--- src/design/sliding_window_statistics_defines.svh ---
// sliding_window_statistics_defines.svh
// assertion macros for the sliding window statistics block
// the including module supplies aclk and aresetn
`ifndef SLIDING_WINDOW_STATISTICS_DEFINES_SVH
`define SLIDING_WINDOW_STATISTICS_DEFINES_SVH

// same-cycle implication, sampled on aclk, off during reset
`define SWS_ASSERT_IMP(lbl, ante, cons) \
    lbl: assert property (@(posedge aclk) disable iff (!aresetn) (ante) |-> (cons)) \
        else $error("sliding window statistics check failed");

// next-cycle implication, sampled on aclk, off during reset
`define SWS_ASSERT_NXT(lbl, ante, cons) \
    lbl: assert property (@(posedge aclk) disable iff (!aresetn) (ante) |=> (cons)) \
        else $error("sliding window statistics check failed");

`endif

--- src/design/swstat_pkg.sv ---
// swstat_pkg.sv
// shared constants and types for the sliding window statistics block
// no dependencies
`timescale 1ns / 1ps

package swstat_pkg;

    // window geometry
    localparam int DEPTH   = 16;
    localparam int DATA_W  = 32;
    localparam int AGE_W   = 4;
    localparam int MODE_W  = 2;
    localparam int IDX_W   = (DEPTH > 1) ? $clog2(DEPTH) : 1;
    localparam int CNT_W   = $clog2(DEPTH + 1);
    localparam int SUM_W   = DATA_W + $clog2(DEPTH) + 1;
    localparam int STEP_W  = $clog2(SUM_W + 1);

    // packed request widths
    localparam int IN_BITS  = MODE_W + DATA_W + AGE_W;
    localparam int IN_W     = ((IN_BITS + 7) / 8) * 8;
    localparam int OUT_BITS = CNT_W + 1 + 5 * DATA_W + 1;
    localparam int OUT_W    = ((OUT_BITS + 7) / 8) * 8;

    // request modes
    localparam logic [MODE_W-1:0] MODE_ADD   = 2'd0;
    localparam logic [MODE_W-1:0] MODE_CLEAR = 2'd1;

    // commands to the window store
    typedef struct packed {
        logic drop;
        logic ins;
        logic clr;
    } st_cmd_t;

endpackage

--- src/design/swstat_store.sv ---
// swstat_store.sv
// sample window shift line, sorted copy with insert/drop cells, running sum
// depends on swstat_pkg
`timescale 1ns / 1ps

module swstat_store (
    input  logic                                  aclk,
    input  logic                                  aresetn,
    input  swstat_pkg::st_cmd_t                   cmd,
    input  logic signed [swstat_pkg::DATA_W-1:0]  sample,
    input  logic [swstat_pkg::IDX_W-1:0]          win_idx,
    input  logic [swstat_pkg::IDX_W-1:0]          sort_idx,
    output logic [swstat_pkg::CNT_W-1:0]          cnt,
    output logic signed [swstat_pkg::SUM_W-1:0]   sum,
    output logic signed [swstat_pkg::DATA_W-1:0]  win_data,
    output logic signed [swstat_pkg::DATA_W-1:0]  sort_data
);

    logic signed [swstat_pkg::DATA_W-1:0] win_reg  [swstat_pkg::DEPTH];
    logic signed [swstat_pkg::DATA_W-1:0] sort_reg [swstat_pkg::DEPTH];
    logic signed [swstat_pkg::DATA_W-1:0] sort_next[swstat_pkg::DEPTH];
    logic signed [swstat_pkg::DATA_W-1:0] rem_val  [swstat_pkg::DEPTH];
    logic signed [swstat_pkg::DATA_W-1:0] ins_val  [swstat_pkg::DEPTH];
    logic [swstat_pkg::CNT_W-1:0]         cnt_reg, cnt_next;
    logic signed [swstat_pkg::SUM_W-1:0]  sum_reg, sum_next;
    logic signed [swstat_pkg::DATA_W-1:0] oldest;
    logic [swstat_pkg::DEPTH-1:0]         gt;
    logic                                 hit;

    // drop cells: remove first copy of the oldest sample, close the gap
    always_comb begin
        oldest = win_reg[swstat_pkg::DEPTH-1];
        hit    = 1'b0;
        for (int k = 0; k < swstat_pkg::DEPTH; k++) begin
            hit = hit | ((swstat_pkg::CNT_W'(k) < cnt_reg) && (sort_reg[k] == oldest));
            if (hit && (k < swstat_pkg::DEPTH - 1)) begin
                rem_val[k] = sort_reg[(k + 1) % swstat_pkg::DEPTH];
            end else begin
                rem_val[k] = sort_reg[k];
            end
        end
    end

    // insert cells: entries above the new sample move up one place
    always_comb begin
        for (int k = 0; k < swstat_pkg::DEPTH; k++) begin
            gt[k] = (swstat_pkg::CNT_W'(k) < cnt_reg) && (sort_reg[k] > sample);
        end
        for (int k = 0; k < swstat_pkg::DEPTH; k++) begin
            if ((swstat_pkg::CNT_W'(k) < cnt_reg) && !gt[k]) begin
                ins_val[k] = sort_reg[k];
            end else if ((k > 0) && gt[(k + swstat_pkg::DEPTH - 1) % swstat_pkg::DEPTH]) begin
                ins_val[k] = sort_reg[(k + swstat_pkg::DEPTH - 1) % swstat_pkg::DEPTH];
            end else begin
                ins_val[k] = sample;
            end
        end
    end

    // next state of count, sum and sorted copy
    always_comb begin
        cnt_next  = cnt_reg;
        sum_next  = sum_reg;
        sort_next = sort_reg;
        if (cmd.clr) begin
            cnt_next = '0;
            sum_next = '0;
        end else if (cmd.drop) begin
            cnt_next  = cnt_reg - 1'b1;
            sum_next  = sum_reg - {{(swstat_pkg::SUM_W - swstat_pkg::DATA_W){oldest[swstat_pkg::DATA_W-1]}}, oldest};
            sort_next = rem_val;
        end else if (cmd.ins) begin
            cnt_next  = cnt_reg + 1'b1;
            sum_next  = sum_reg + {{(swstat_pkg::SUM_W - swstat_pkg::DATA_W){sample[swstat_pkg::DATA_W-1]}}, sample};
            sort_next = ins_val;
        end
    end

    // control state
    always_ff @(posedge aclk) begin
        if (!aresetn) begin
            cnt_reg <= '0;
            sum_reg <= '0;
        end else begin
            cnt_reg <= cnt_next;
            sum_reg <= sum_next;
        end
    end

    // window shift line and sorted copy, no reset
    always_ff @(posedge aclk) begin
        sort_reg <= sort_next;
        if (cmd.ins) begin
            win_reg[0] <= sample;
            for (int k = 1; k < swstat_pkg::DEPTH; k++) begin
                win_reg[k] <= win_reg[k-1];
            end
        end
    end

    assign cnt       = cnt_reg;
    assign sum       = sum_reg;
    assign win_data  = win_reg[win_idx];
    assign sort_data = sort_reg[sort_idx];

endmodule

--- src/design/swstat_div.sv ---
// swstat_div.sv
// serial restoring divider, one quotient bit a cycle, sum over count
// depends on swstat_pkg
`timescale 1ns / 1ps

module swstat_div (
    input  logic                                  aclk,
    input  logic                                  aresetn,
    input  logic                                  start,
    input  logic signed [swstat_pkg::SUM_W-1:0]   dividend,
    input  logic [swstat_pkg::CNT_W-1:0]          divisor,
    output logic                                  busy,
    output logic signed [swstat_pkg::DATA_W-1:0]  quotient
);

    logic                          busy_reg;
    logic [swstat_pkg::STEP_W-1:0] step_reg;
    logic [swstat_pkg::SUM_W-1:0]  q_reg, q_next;
    logic [swstat_pkg::CNT_W-1:0]  rem_reg, rem_next;
    logic [swstat_pkg::CNT_W-1:0]  dvs_reg;
    logic                          neg_reg;
    logic [swstat_pkg::CNT_W:0]    trial;
    logic [swstat_pkg::CNT_W:0]    diff;
    logic                          ge;

    // one restoring step
    always_comb begin
        trial    = {rem_reg, q_reg[swstat_pkg::SUM_W-1]};
        diff     = trial - {1'b0, dvs_reg};
        ge       = trial >= {1'b0, dvs_reg};
        rem_next = ge ? diff[swstat_pkg::CNT_W-1:0] : trial[swstat_pkg::CNT_W-1:0];
        q_next   = {q_reg[swstat_pkg::SUM_W-2:0], ge};
    end

    // sequencer
    always_ff @(posedge aclk) begin
        if (!aresetn) begin
            busy_reg <= 1'b0;
            step_reg <= '0;
        end else if (start) begin
            busy_reg <= 1'b1;
            step_reg <= swstat_pkg::STEP_W'(swstat_pkg::SUM_W);
        end else if (busy_reg) begin
            step_reg <= step_reg - 1'b1;
            if (step_reg == swstat_pkg::STEP_W'(1)) begin
                busy_reg <= 1'b0;
            end
        end
    end

    // datapath, magnitude divide with sign restored at the end
    always_ff @(posedge aclk) begin
        if (start) begin
            q_reg   <= dividend[swstat_pkg::SUM_W-1] ? -dividend : dividend;
            neg_reg <= dividend[swstat_pkg::SUM_W-1];
            rem_reg <= '0;
            dvs_reg <= divisor;
        end else if (busy_reg) begin
            q_reg   <= q_next;
            rem_reg <= rem_next;
        end
    end

    assign busy     = busy_reg;
    assign quotient = neg_reg ? -q_reg[swstat_pkg::DATA_W-1:0] : q_reg[swstat_pkg::DATA_W-1:0];

endmodule

--- src/design/sliding_window_statistics.sv ---
// sliding window statistics: an add request passes the drop, insert, gather
// and wait states before result valid, clear and report only gather and wait;
// one request at a time, waiting for a free output register and for the serial
// divider that turns the running sum into the mean, one bit a cycle
// synchronous active-low reset empties the window; sample storage is not cleared
// depends on swstat_pkg, swstat_store, swstat_div and the defines header
`timescale 1ns / 1ps
`include "sliding_window_statistics_defines.svh"

module sliding_window_statistics (
    input  logic                            aclk,
    input  logic                            aresetn,
    // mode[1:0], sample[33:2], read_index[37:34], zero pad
    input  logic [swstat_pkg::IN_W-1:0]     s_tdata,
    input  logic                            s_tvalid,
    output logic                            s_tready,
    // fill_level, window_empty, minimum, maximum, average, middle_value,
    // aged_sample, age_valid, zero pad
    output logic [swstat_pkg::OUT_W-1:0]    m_tdata,
    output logic                            m_tvalid,
    input  logic                            m_tready
);

    localparam logic [2:0] ST_IDLE   = 3'd0;
    localparam logic [2:0] ST_DROP   = 3'd1;
    localparam logic [2:0] ST_INS    = 3'd2;
    localparam logic [2:0] ST_GATHER = 3'd3;
    localparam logic [2:0] ST_WAIT   = 3'd4;

    logic [2:0]                            state_reg, state_next;
    logic [1:0]                            ph_reg, ph_next;
    logic signed [swstat_pkg::DATA_W-1:0]  sample_reg;
    logic [swstat_pkg::AGE_W-1:0]          age_reg;
    logic signed [swstat_pkg::DATA_W-1:0]  min_reg, max_reg, hi_reg, lo_reg;
    swstat_pkg::st_cmd_t                   cmd;
    logic [swstat_pkg::CNT_W-1:0]          cnt;
    logic signed [swstat_pkg::SUM_W-1:0]   sum;
    logic signed [swstat_pkg::DATA_W-1:0]  win_data, sort_data, quotient;
    logic [swstat_pkg::IDX_W-1:0]          sort_idx;
    logic [swstat_pkg::CNT_W-1:0]          idx_full;
    logic                                  div_busy, div_start;
    logic                                  accept, out_free, load;
    logic [swstat_pkg::MODE_W-1:0]         in_mode;
    logic                                  empty, age_ok;
    logic signed [swstat_pkg::DATA_W:0]    mid_sum;
    logic signed [swstat_pkg::DATA_W-1:0]  med;

    // output register
    logic                                  m_tvalid_reg;
    logic [swstat_pkg::CNT_W-1:0]          out_fill;
    logic                                  out_empty, out_age_ok;
    logic signed [swstat_pkg::DATA_W-1:0]  out_min, out_max, out_avg, out_med, out_aged;

    assign in_mode  = s_tdata[swstat_pkg::MODE_W-1:0];
    assign s_tready = (state_reg == ST_IDLE);
    assign accept   = s_tvalid && s_tready;
    assign out_free = !m_tvalid_reg || m_tready;
    assign load     = (state_reg == ST_WAIT) && !div_busy && out_free;

    // sequencer
    always_comb begin
        state_next = state_reg;
        ph_next    = ph_reg;
        cmd        = '0;
        div_start  = 1'b0;
        case (state_reg)
            ST_IDLE: begin
                if (accept) begin
                    ph_next = '0;
                    if (in_mode == swstat_pkg::MODE_ADD) begin
                        state_next = ST_DROP;
                    end else begin
                        cmd.clr    = (in_mode == swstat_pkg::MODE_CLEAR);
                        state_next = ST_GATHER;
                    end
                end
            end
            ST_DROP: begin
                cmd.drop   = (cnt == swstat_pkg::CNT_W'(swstat_pkg::DEPTH));
                state_next = ST_INS;
            end
            ST_INS: begin
                cmd.ins    = 1'b1;
                state_next = ST_GATHER;
            end
            ST_GATHER: begin
                div_start = (ph_reg == 2'd0);
                ph_next   = ph_reg + 1'b1;
                if (ph_reg == 2'd3) begin
                    state_next = ST_WAIT;
                end
            end
            ST_WAIT: begin
                if (load) begin
                    state_next = ST_IDLE;
                end
            end
            default: begin
                state_next = ST_IDLE;
            end
        endcase
    end

    always_ff @(posedge aclk) begin
        if (!aresetn) begin
            state_reg <= ST_IDLE;
            ph_reg    <= '0;
        end else begin
            state_reg <= state_next;
            ph_reg    <= ph_next;
        end
    end

    // capture the request fields
    always_ff @(posedge aclk) begin
        if (accept) begin
            sample_reg <= s_tdata[swstat_pkg::MODE_W +: swstat_pkg::DATA_W];
            age_reg    <= s_tdata[swstat_pkg::MODE_W + swstat_pkg::DATA_W +: swstat_pkg::AGE_W];
        end
    end

    // one sorted read a cycle: min, max, upper and lower middle
    always_comb begin
        case (ph_reg)
            2'd0:    idx_full = '0;
            2'd1:    idx_full = cnt - 1'b1;
            2'd2:    idx_full = cnt >> 1;
            default: idx_full = (cnt - 1'b1) >> 1;
        endcase
        sort_idx = idx_full[swstat_pkg::IDX_W-1:0];
    end

    always_ff @(posedge aclk) begin
        if (state_reg == ST_GATHER) begin
            case (ph_reg)
                2'd0:    min_reg <= sort_data;
                2'd1:    max_reg <= sort_data;
                2'd2:    hi_reg  <= sort_data;
                default: lo_reg  <= sort_data;
            endcase
        end
    end

    swstat_store u_store (
        .aclk      (aclk),
        .aresetn   (aresetn),
        .cmd       (cmd),
        .sample    (sample_reg),
        .win_idx   (swstat_pkg::IDX_W'(age_reg)),
        .sort_idx  (sort_idx),
        .cnt       (cnt),
        .sum       (sum),
        .win_data  (win_data),
        .sort_data (sort_data)
    );

    swstat_div u_div (
        .aclk      (aclk),
        .aresetn   (aresetn),
        .start     (div_start),
        .dividend  (sum),
        .divisor   (cnt),
        .busy      (div_busy),
        .quotient  (quotient)
    );

    // median and report fields
    always_comb begin
        empty   = (cnt == '0);
        age_ok  = int'(age_reg) < int'(cnt);
        mid_sum = {hi_reg[swstat_pkg::DATA_W-1], hi_reg} + {lo_reg[swstat_pkg::DATA_W-1], lo_reg};
        med     = cnt[0] ? hi_reg : mid_sum[swstat_pkg::DATA_W:1];
    end

    always_ff @(posedge aclk) begin
        if (!aresetn) begin
            m_tvalid_reg <= 1'b0;
        end else if (load) begin
            m_tvalid_reg <= 1'b1;
        end else if (m_tready) begin
            m_tvalid_reg <= 1'b0;
        end
    end

    always_ff @(posedge aclk) begin
        if (load) begin
            out_fill   <= cnt;
            out_empty  <= empty;
            out_min    <= empty ? '0 : min_reg;
            out_max    <= empty ? '0 : max_reg;
            out_avg    <= empty ? '0 : quotient;
            out_med    <= empty ? '0 : med;
            out_aged   <= age_ok ? win_data : '0;
            out_age_ok <= age_ok;
        end
    end

    assign m_tvalid = m_tvalid_reg;
    assign m_tdata  = {{(swstat_pkg::OUT_W - swstat_pkg::OUT_BITS){1'b0}},
                       out_age_ok, out_aged, out_med, out_avg, out_max, out_min,
                       out_empty, out_fill};

    // checks
    `SWS_ASSERT_IMP(a_cnt_range, 1'b1, cnt <= swstat_pkg::CNT_W'(swstat_pkg::DEPTH))
    `SWS_ASSERT_IMP(a_empty_flag, m_tvalid_reg, out_empty == (out_fill == '0))
    `SWS_ASSERT_IMP(a_empty_zero, m_tvalid_reg && out_empty, out_min == '0 && out_max == '0 && out_avg == '0)
    `SWS_ASSERT_NXT(a_result_after_div, state_reg == ST_WAIT && !div_busy && out_free, m_tvalid_reg)

endmodule
--- config.mk ---
export PLATFORM = sky130hd
export DESIGN_NAME = sliding_window_statistics
export DESIGN_NICKNAME = d
export VERILOG_FILES = /design/src/design/swstat_pkg.sv /design/src/design/swstat_store.sv /design/src/design/swstat_div.sv /design/src/design/sliding_window_statistics.sv
export VERILOG_INCLUDE_DIRS = /design/src /design/src/design
export SDC_FILE = /design/constraint.sdc
export NUM_CORES = 2
export LEC_CHECK = 0
export BUFFER_PORTS_ARGS = -buffer_cell sky130_fd_sc_hd__buf_2
export CORE_MARGIN = 5
export CORE_UTILIZATION = 40
export CTS_CLUSTER_DIAMETER = 40
export DETAILED_ROUTE_END_ITERATION = 6
export PLACE_DENSITY = 0.52
export RECOVER_POWER = 50
export SLEW_MARGIN = 20
export SYNTH_ARGS = -nofsm -noshare
export SYNTH_HDL_FRONTEND = slang
export SYNTH_SLANG_ARGS = --single-unit
--- constraint.sdc ---
create_clock -name aclk -period 50.9 [get_ports aclk]
set_input_delay 7.635 -clock aclk [delete_from_list [all_inputs] [get_ports aclk]]
set_output_delay 7.635 -clock aclk [all_outputs]
set_load 0.03 [all_outputs]
# ---- Word-level counts from Yosys, hierarchy flattened
# Memory sizes are Yosys's and may differ from the RTL's. A register that Yosys moved wholly into a read port is not among the register bits.
# Cells that the tools add are included.
# W data, S select, Z words.
dict set report totals {
  ramBits 512
  output_inout_bits 170
  memories 1
  elab_cells 352
  input_bits 44
  reg_bits 914
}
# memory depth width rd rd_clocked_by_memory_dff wr line
set memory_table {}
lappend memory_table {u_store.win_reg 16 32 17 1 16 swstat_store.sv:19} ;# logic signed [swstat_pkg::DATA_W-1:0] win_reg [swstat_pkg::DEPTH];
dict set report op_classes {
  bitwise_logic 20
  n_eq_ne 58
  magnitude_cmp 35
  n_reduce_logical 103
  n_mux 84
  n_addsub 10
}
# cell count
set ops {}
lappend ops {{$mux W32} 50}
lappend ops {{$mux W512} 2}
lappend ops {{$gt A32 B32 Y1} 16}
lappend ops {{$eq A32 B32 Y1} 15}
lappend ops {{$mux W37} 5}
lappend ops {{$bmux W32 S4} 1}
lappend ops {{$reduce_and A4 Y1} 16}
lappend ops {{$logic_and A1 B1 Y1} 50}
lappend ops {{$lt A4 B5 Y1 const A} 8}
lappend ops {{$add A37 B37 Y37} 1}
lappend ops {{$neg A37 Y37} 1}
lappend ops {{$sub A37 B37 Y37} 1}
lappend ops {{$ne A2 B2 Y1 const B} 17}
lappend ops {{$add A32 B32 Y33} 1}
lappend ops {{$ne A2 B1 Y1 const B} 16}
lappend ops {{$neg A32 Y32} 1}
lappend ops {{$lt A3 B5 Y1 const A} 4}
lappend ops {{$logic_not A1 Y1} 19}
lappend ops {{$mux W5} 3}
lappend ops {{$pmux W3 S5} 1}
lappend ops {{$or A1 B1 Y1} 14}
lappend ops {{$mux W1} 13}
lappend ops {{$mux W6} 2}
lappend ops {{$pmux W4 S3} 1}
lappend ops {{31 further kinds} 52}

# ---- Logic depth before layout (Yosys ltp)
# An unclocked memory read counts as a cell.
dict set report logic_depth {
  ltp_word 19
  mapped_depth 24
  ltp_nobuf 22
}

# ---- Cells and area by module
# Synthesis repeated with hierarchy kept, for this count alone.
dict set report hier_totals {
  cells_unflattened 7253
  hier_area_um2 87492.7
}
# mod n_inst area_per_inst_um2 cells_each
set by_module_without_submodules {}
lappend by_module_without_submodules {swstat_store 1 69887.0 5900}
lappend by_module_without_submodules {sliding_window_statistics 1 13559.3 905}
lappend by_module_without_submodules {swstat_div 1 4046.4 448}

# ---- Least setup slack after synthesis
# No wires, ideal clock.
dict set report synth_timing {
  path_type {input-to-reg}
  from {input port m_tready}
  to {register state_reg[2]}
  cell_stages 4
  setup_ps 143
  slack_ps 30661
  arrival_time_ps 20096
  cell_sequence {nor2b_1 -> nor3_1 -> or2_2 -> a21boi_0}
}
dict set report synth_via {
  elab_chain_len 4
}
# element line
set synth_lines {}
lappend synth_lines {{start: declaration} sliding_window_statistics.sv:21} ;# input logic m_tready
lappend synth_lines {{$logic_or A1 B1 Y1} sliding_window_statistics.sv:57} ;# assign out_free = !m_tvalid_reg || m_tready;
lappend synth_lines {{$logic_and A1 B1 Y1} sliding_window_statistics.sv:58} ;# assign load = (state_reg == ST_WAIT) && !div_busy && out_free;
lappend synth_lines {{net load} sliding_window_statistics.sv:42} ;# logic accept, out_free, load;
lappend synth_lines {{$ne A2 B2 Y1 (no line)} -}
lappend synth_lines {{$reduce_and A3 Y1 (no line)} -}
lappend synth_lines {{end signal: assignment} sliding_window_statistics.sv:109} ;# state_reg <= state_next;
lappend synth_lines {{end: declaration} sliding_window_statistics.sv:30} ;# logic [2:0] state_reg, state_next;
# The timed path passes the listed nets, and every way through them passes these cells.
# A chain may end at the register's enable or synchronous reset.

# ---- Final worst setup path
dict set report layout_timing {
  from {register u_store.cnt_reg, in the netlist u_store.cnt[4]}
  to {register u_store.sort_reg[456] (netlist bit) (enable)}
}
dict set report layout_via {
  elab_chain_len 6
  word_cells_on_any_way 14
}
# element line
set layout_lines {}
lappend layout_lines {{start: declaration} swstat_store.sv:24} ;# logic [swstat_pkg::CNT_W-1:0] cnt_reg, cnt_next;
lappend layout_lines {{start signal: assignment} swstat_store.sv:85} ;# cnt_reg <= cnt_next;
lappend layout_lines {{$lt A1 B5 Y1} {swstat_store.sv:35, swstat_store.sv:47, swstat_store.sv:50}}
lappend layout_lines {{$logic_and A1 B1 Y1} swstat_store.sv:47} ;# gt[k] = (swstat_pkg::CNT_W'(k) < cnt_reg) && (sort_reg[k] > sample);
lappend layout_lines {{$logic_not A1 Y1} swstat_store.sv:50} ;# if ((swstat_pkg::CNT_W'(k) < cnt_reg) && !gt[k]) begin
lappend layout_lines {{$logic_and A1 B1 Y1} swstat_store.sv:50}
lappend layout_lines {{$ne A2 B2 Y1 (no line)} -}
lappend layout_lines {{$reduce_and A4 Y1 (no line) (*)} -}
lappend layout_lines {{end signal: assignment} swstat_store.sv:92} ;# sort_reg <= sort_next;
lappend layout_lines {{end: declaration} swstat_store.sv:20} ;# logic signed [swstat_pkg::DATA_W-1:0] sort_reg [swstat_pkg::DEPTH];
# Every way passes the cells marked *; elsewhere a longest branch is shown, timed or not.

==> results by group <==
Timing
  • Max frequency: 72.8 MHz
  • Final setup margin: 37.17 ns
  • Max-slew headroom: -576%
  • Fin crit share: 27.0%
  • Final Critical Period: 13.73 ns
  • Fin. max-slew vios: 2,197
  • Pin slew with the least headroom to its limit: 10.13 ns
  • Skew final: 0.0702 ns
  • Setup TNS: 0 ns
  • Hold slack: 0.429 ns
  • Count of final setup violators: 0
  • Final hold viol count: 0
  • RSZ-0062 raised after global routing: no

Worst setup path
  • CP Data Required Time: 51.34 ns
  • Most frequent CP cell: clkbuf_1
  • CP arrival: 14.17 ns
  • CP peak stage delay: 5.50 ns
  • Critical Path Fanout Max: 141
  • Reg-to-Reg Start: u_store.cnt[4]
  • Crit-path cells: clkbuf_1 > nor2b_1 > and4_1 > clkbuf_1 > clkbuf_1 > nor3_1 > nor2_4 > clkbuf_1
  • CP Launch Type: flop
  • CP max-delay cell: clkbuf_1
  • Crit Path Category: reg2reg
  • Critical Path End Type: flop
  • Worst Setup SP: u_store.cnt[4]

Routing
  • Average wire per standard cell: 33.1 um
  • Final wirelength: 349,000 um
  • Vias/cell: 6.17
  • First-pass DRT Iterations: 6
  • Residual DRC: 0
  • Initial DRC count: 7,205
  • Routed Antenna Nets: 0
  • Vias post-DR: 65,200

Synthesis
  • Seq/Total Area, Yosys: 49.6%
  • Post-synth EDFFs: 1,398
  • Top FF cell, synth: edfxtp_1
  • Post-Syn Nets: 7,862
  • Netlist Area Pre-Place: 0.0870 mm^2
  • #FFs+latches synth: 1,458
  • Mapped Cells: 7,214
  • Synth cell types: 80
  • Average size of a mapped cell: 12.1 um^2
  • YS warnings: 0
  • Ys async rst share: 0%

Cells and area
  • Max reg flops: 512
  • Layout cell share with drive strength beyond 1: 15.5%
  • Area grow syn2layout: 16.2%
  • Layout Nets: 8,140
  • Fin util: 46.7%
  • # fillers: 19,700

Floorplanning
  • Die X: 476 um
  • # IOs: 214
  • Die height: 476 um
  • CORE AREA: 0.217 mm^2
  • Num rows: 171
  • Initial core utilization: 40.1%
  • Die area: 0.227 mm^2

Global route
  • Largest net degree at the start of global routing: 230
  • Number of global-route vias before repair: 63,800
  • Grt ovf: 0
  • First-pass GRT wire length: 486,000 um
  • Initial antenna violation count: 11
  • GRT Util Overall: 29.8%

Clock tree
  • CTS tree: done
  • H-tree depth: 5
  • Clk root buf: clkbuf_16
  • Post-CTS Setup Bufs: 0
  • Cts repair resizes: 0
  • Clk sinks: 1,458
  • Post-cts hold buffer count: 0
  • Clk_lat worst skew: 0.94 ns
  • CTS Buffer Depth: 4
  • CTS clk-pin slew, worst paths: 0.06 ns
  • TritonCTS Buffers: 292

Worst hold path
  • Hold Startpoint: u_store.win_reg[11][22]
  • Hold Path Class: reg2reg

Run status
  • Status: finished with violations
  • Failing checks: max-capacitance violations, max-slew violations

Placement
  • Final Wtd Congestion: 1.00
  • DP HPWL: 250,000 um
  • Worst slack, placed: 40.60 ns
  • Port-buffer cells: 210

Power and ir drop
  • Power density over the cells: 41.4 mW/mm^2
  • Static Leakage: 0.0382 uW
  • Max VDD drop: 0.0439 mV

Flow run
  • Max Cap Violations: 57
-- critical path, delay by kind of cell (launching register included) --
kind	cells	cell delay [ns]
buffers and inverters	4	10.02
flip-flops	1	0.30
AND/OR/NAND/NOR	4	2.86
-- kinds of logic after synthesis --
group           after synthesis  share of synthesized area (%)
fa+ha+maj                   604                           8.71
xor+xnor                    626                           6.30
flops                      1458                           49.6
simple gates               1747                           9.70
mux                         785                           13.2
compound gates             1437                           9.90
buf+inv                     556                           2.53
other cells                   1                        0.00431
-- final timing paths --
check / cells after the start / to / slack [ns]
max: 8 / u_store.sort_reg[456] / 37.17
min reg2reg: 0 / u_store.win_reg[12][22] / 0.43
min: 0 / u_store.win_reg[12][22] / 0.43
max reg2reg: 8 / u_store.sort_reg[456] / 37.17
-- cells in the mapped netlist (83+ instances only) --
library cell	instances	area [um^2]
a21o_1	180	1350
a21oi_1	226	1130
and2_1	102	638
clkbuf_1	334	1250
edfxtp_1	1398	42000
ha_1	601	7520
inv_1	111	417
mux2i_1	466	4660
mux4_2	288	6490
nand2_1	794	2980
nand3_1	83	415
nand4_1	175	1090
nor2_1	181	679
nor2b_1	83	519
nor3_1	87	435
nor4_1	94	588
o21ai_0	651	3260
xnor2_1	289	2530
xor2_1	337	2950
-- stage by stage --
| step | total power (uW) | std cells | instance area (um^2) |
|---|---|---|---|
| final | 4190 | 10600 | 101000 |
| after global routing | 4320 | 10600 | 101000 |
| after global placement | 2310 | 10100 | 91900 |
| after detailed placement | 2320 | 10100 | 92000 |
| after floorplan | 2000 | 7214 | 87000 |
| after CTS | 4190 | 10600 | 101000 |
-- where the power goes --
part           switching [uW]  leakage [uW]  internal [uW]  total, uW
Sequential                130        0.0136           1470       1600
Combinational             476        0.0200            251        727
Clock                     665       0.00455           1200       1860
Total                    1270        0.0382           2920       4190
-- cell usage in the layout (no fill, tap or decap), types with 24 or more instances in the layout --
master,count
clkbuf_16,300
o21a_1,50
a21oi_1,223
clkinv_1,38
a31oi_1,42
nor2_1,175
buf_4,143
o31ai_1,31
mux2i_1,464
nand3_1,81
nand2b_1,33
nand2_1,793
and2_0,52
nor2b_1,83
edfxtp_1,1398
and2_1,51
dfxtp_1,60
nand4_1,175
nor4_1,92
o21ai_0,649
ha_1,601
clkinv_2,26
a21o_1,179
mux4_2,288
nor3_1,84
clkbuf_1,99
inv_1,108
xor2_1,337
clkinvlp_4,27
inv_6,24
a211oi_1,64
xnor2_1,289
mux2_2,31
buf_2,210
-- per-layer routing --
layer	global-route usage [%]	vias up	routed length, um	share of wire, %
met1	38.8	32700	140000	40
met2	43.1	3373	147000	42
li1	-	28200	-	-
met3	6.00	875	28700	8.2
met4	23.7	2	33700	9.6
met5	0	-	13	0.0037
-- final cells by class --
cell class	count	area, um^2	area share [%]
well taps	2854	3570	3.53
inverters	112	422	0.417
multi-input cells	5200	42000	41.5
clock inverters	178	1810	1.79
flip-flops and latches	1458	43200	42.7
repair buffers	428	2490	2.46
diodes	5	12.5	0.0124
clock buffers	330	7630	7.55
Power figures use the tool's default switching activity.
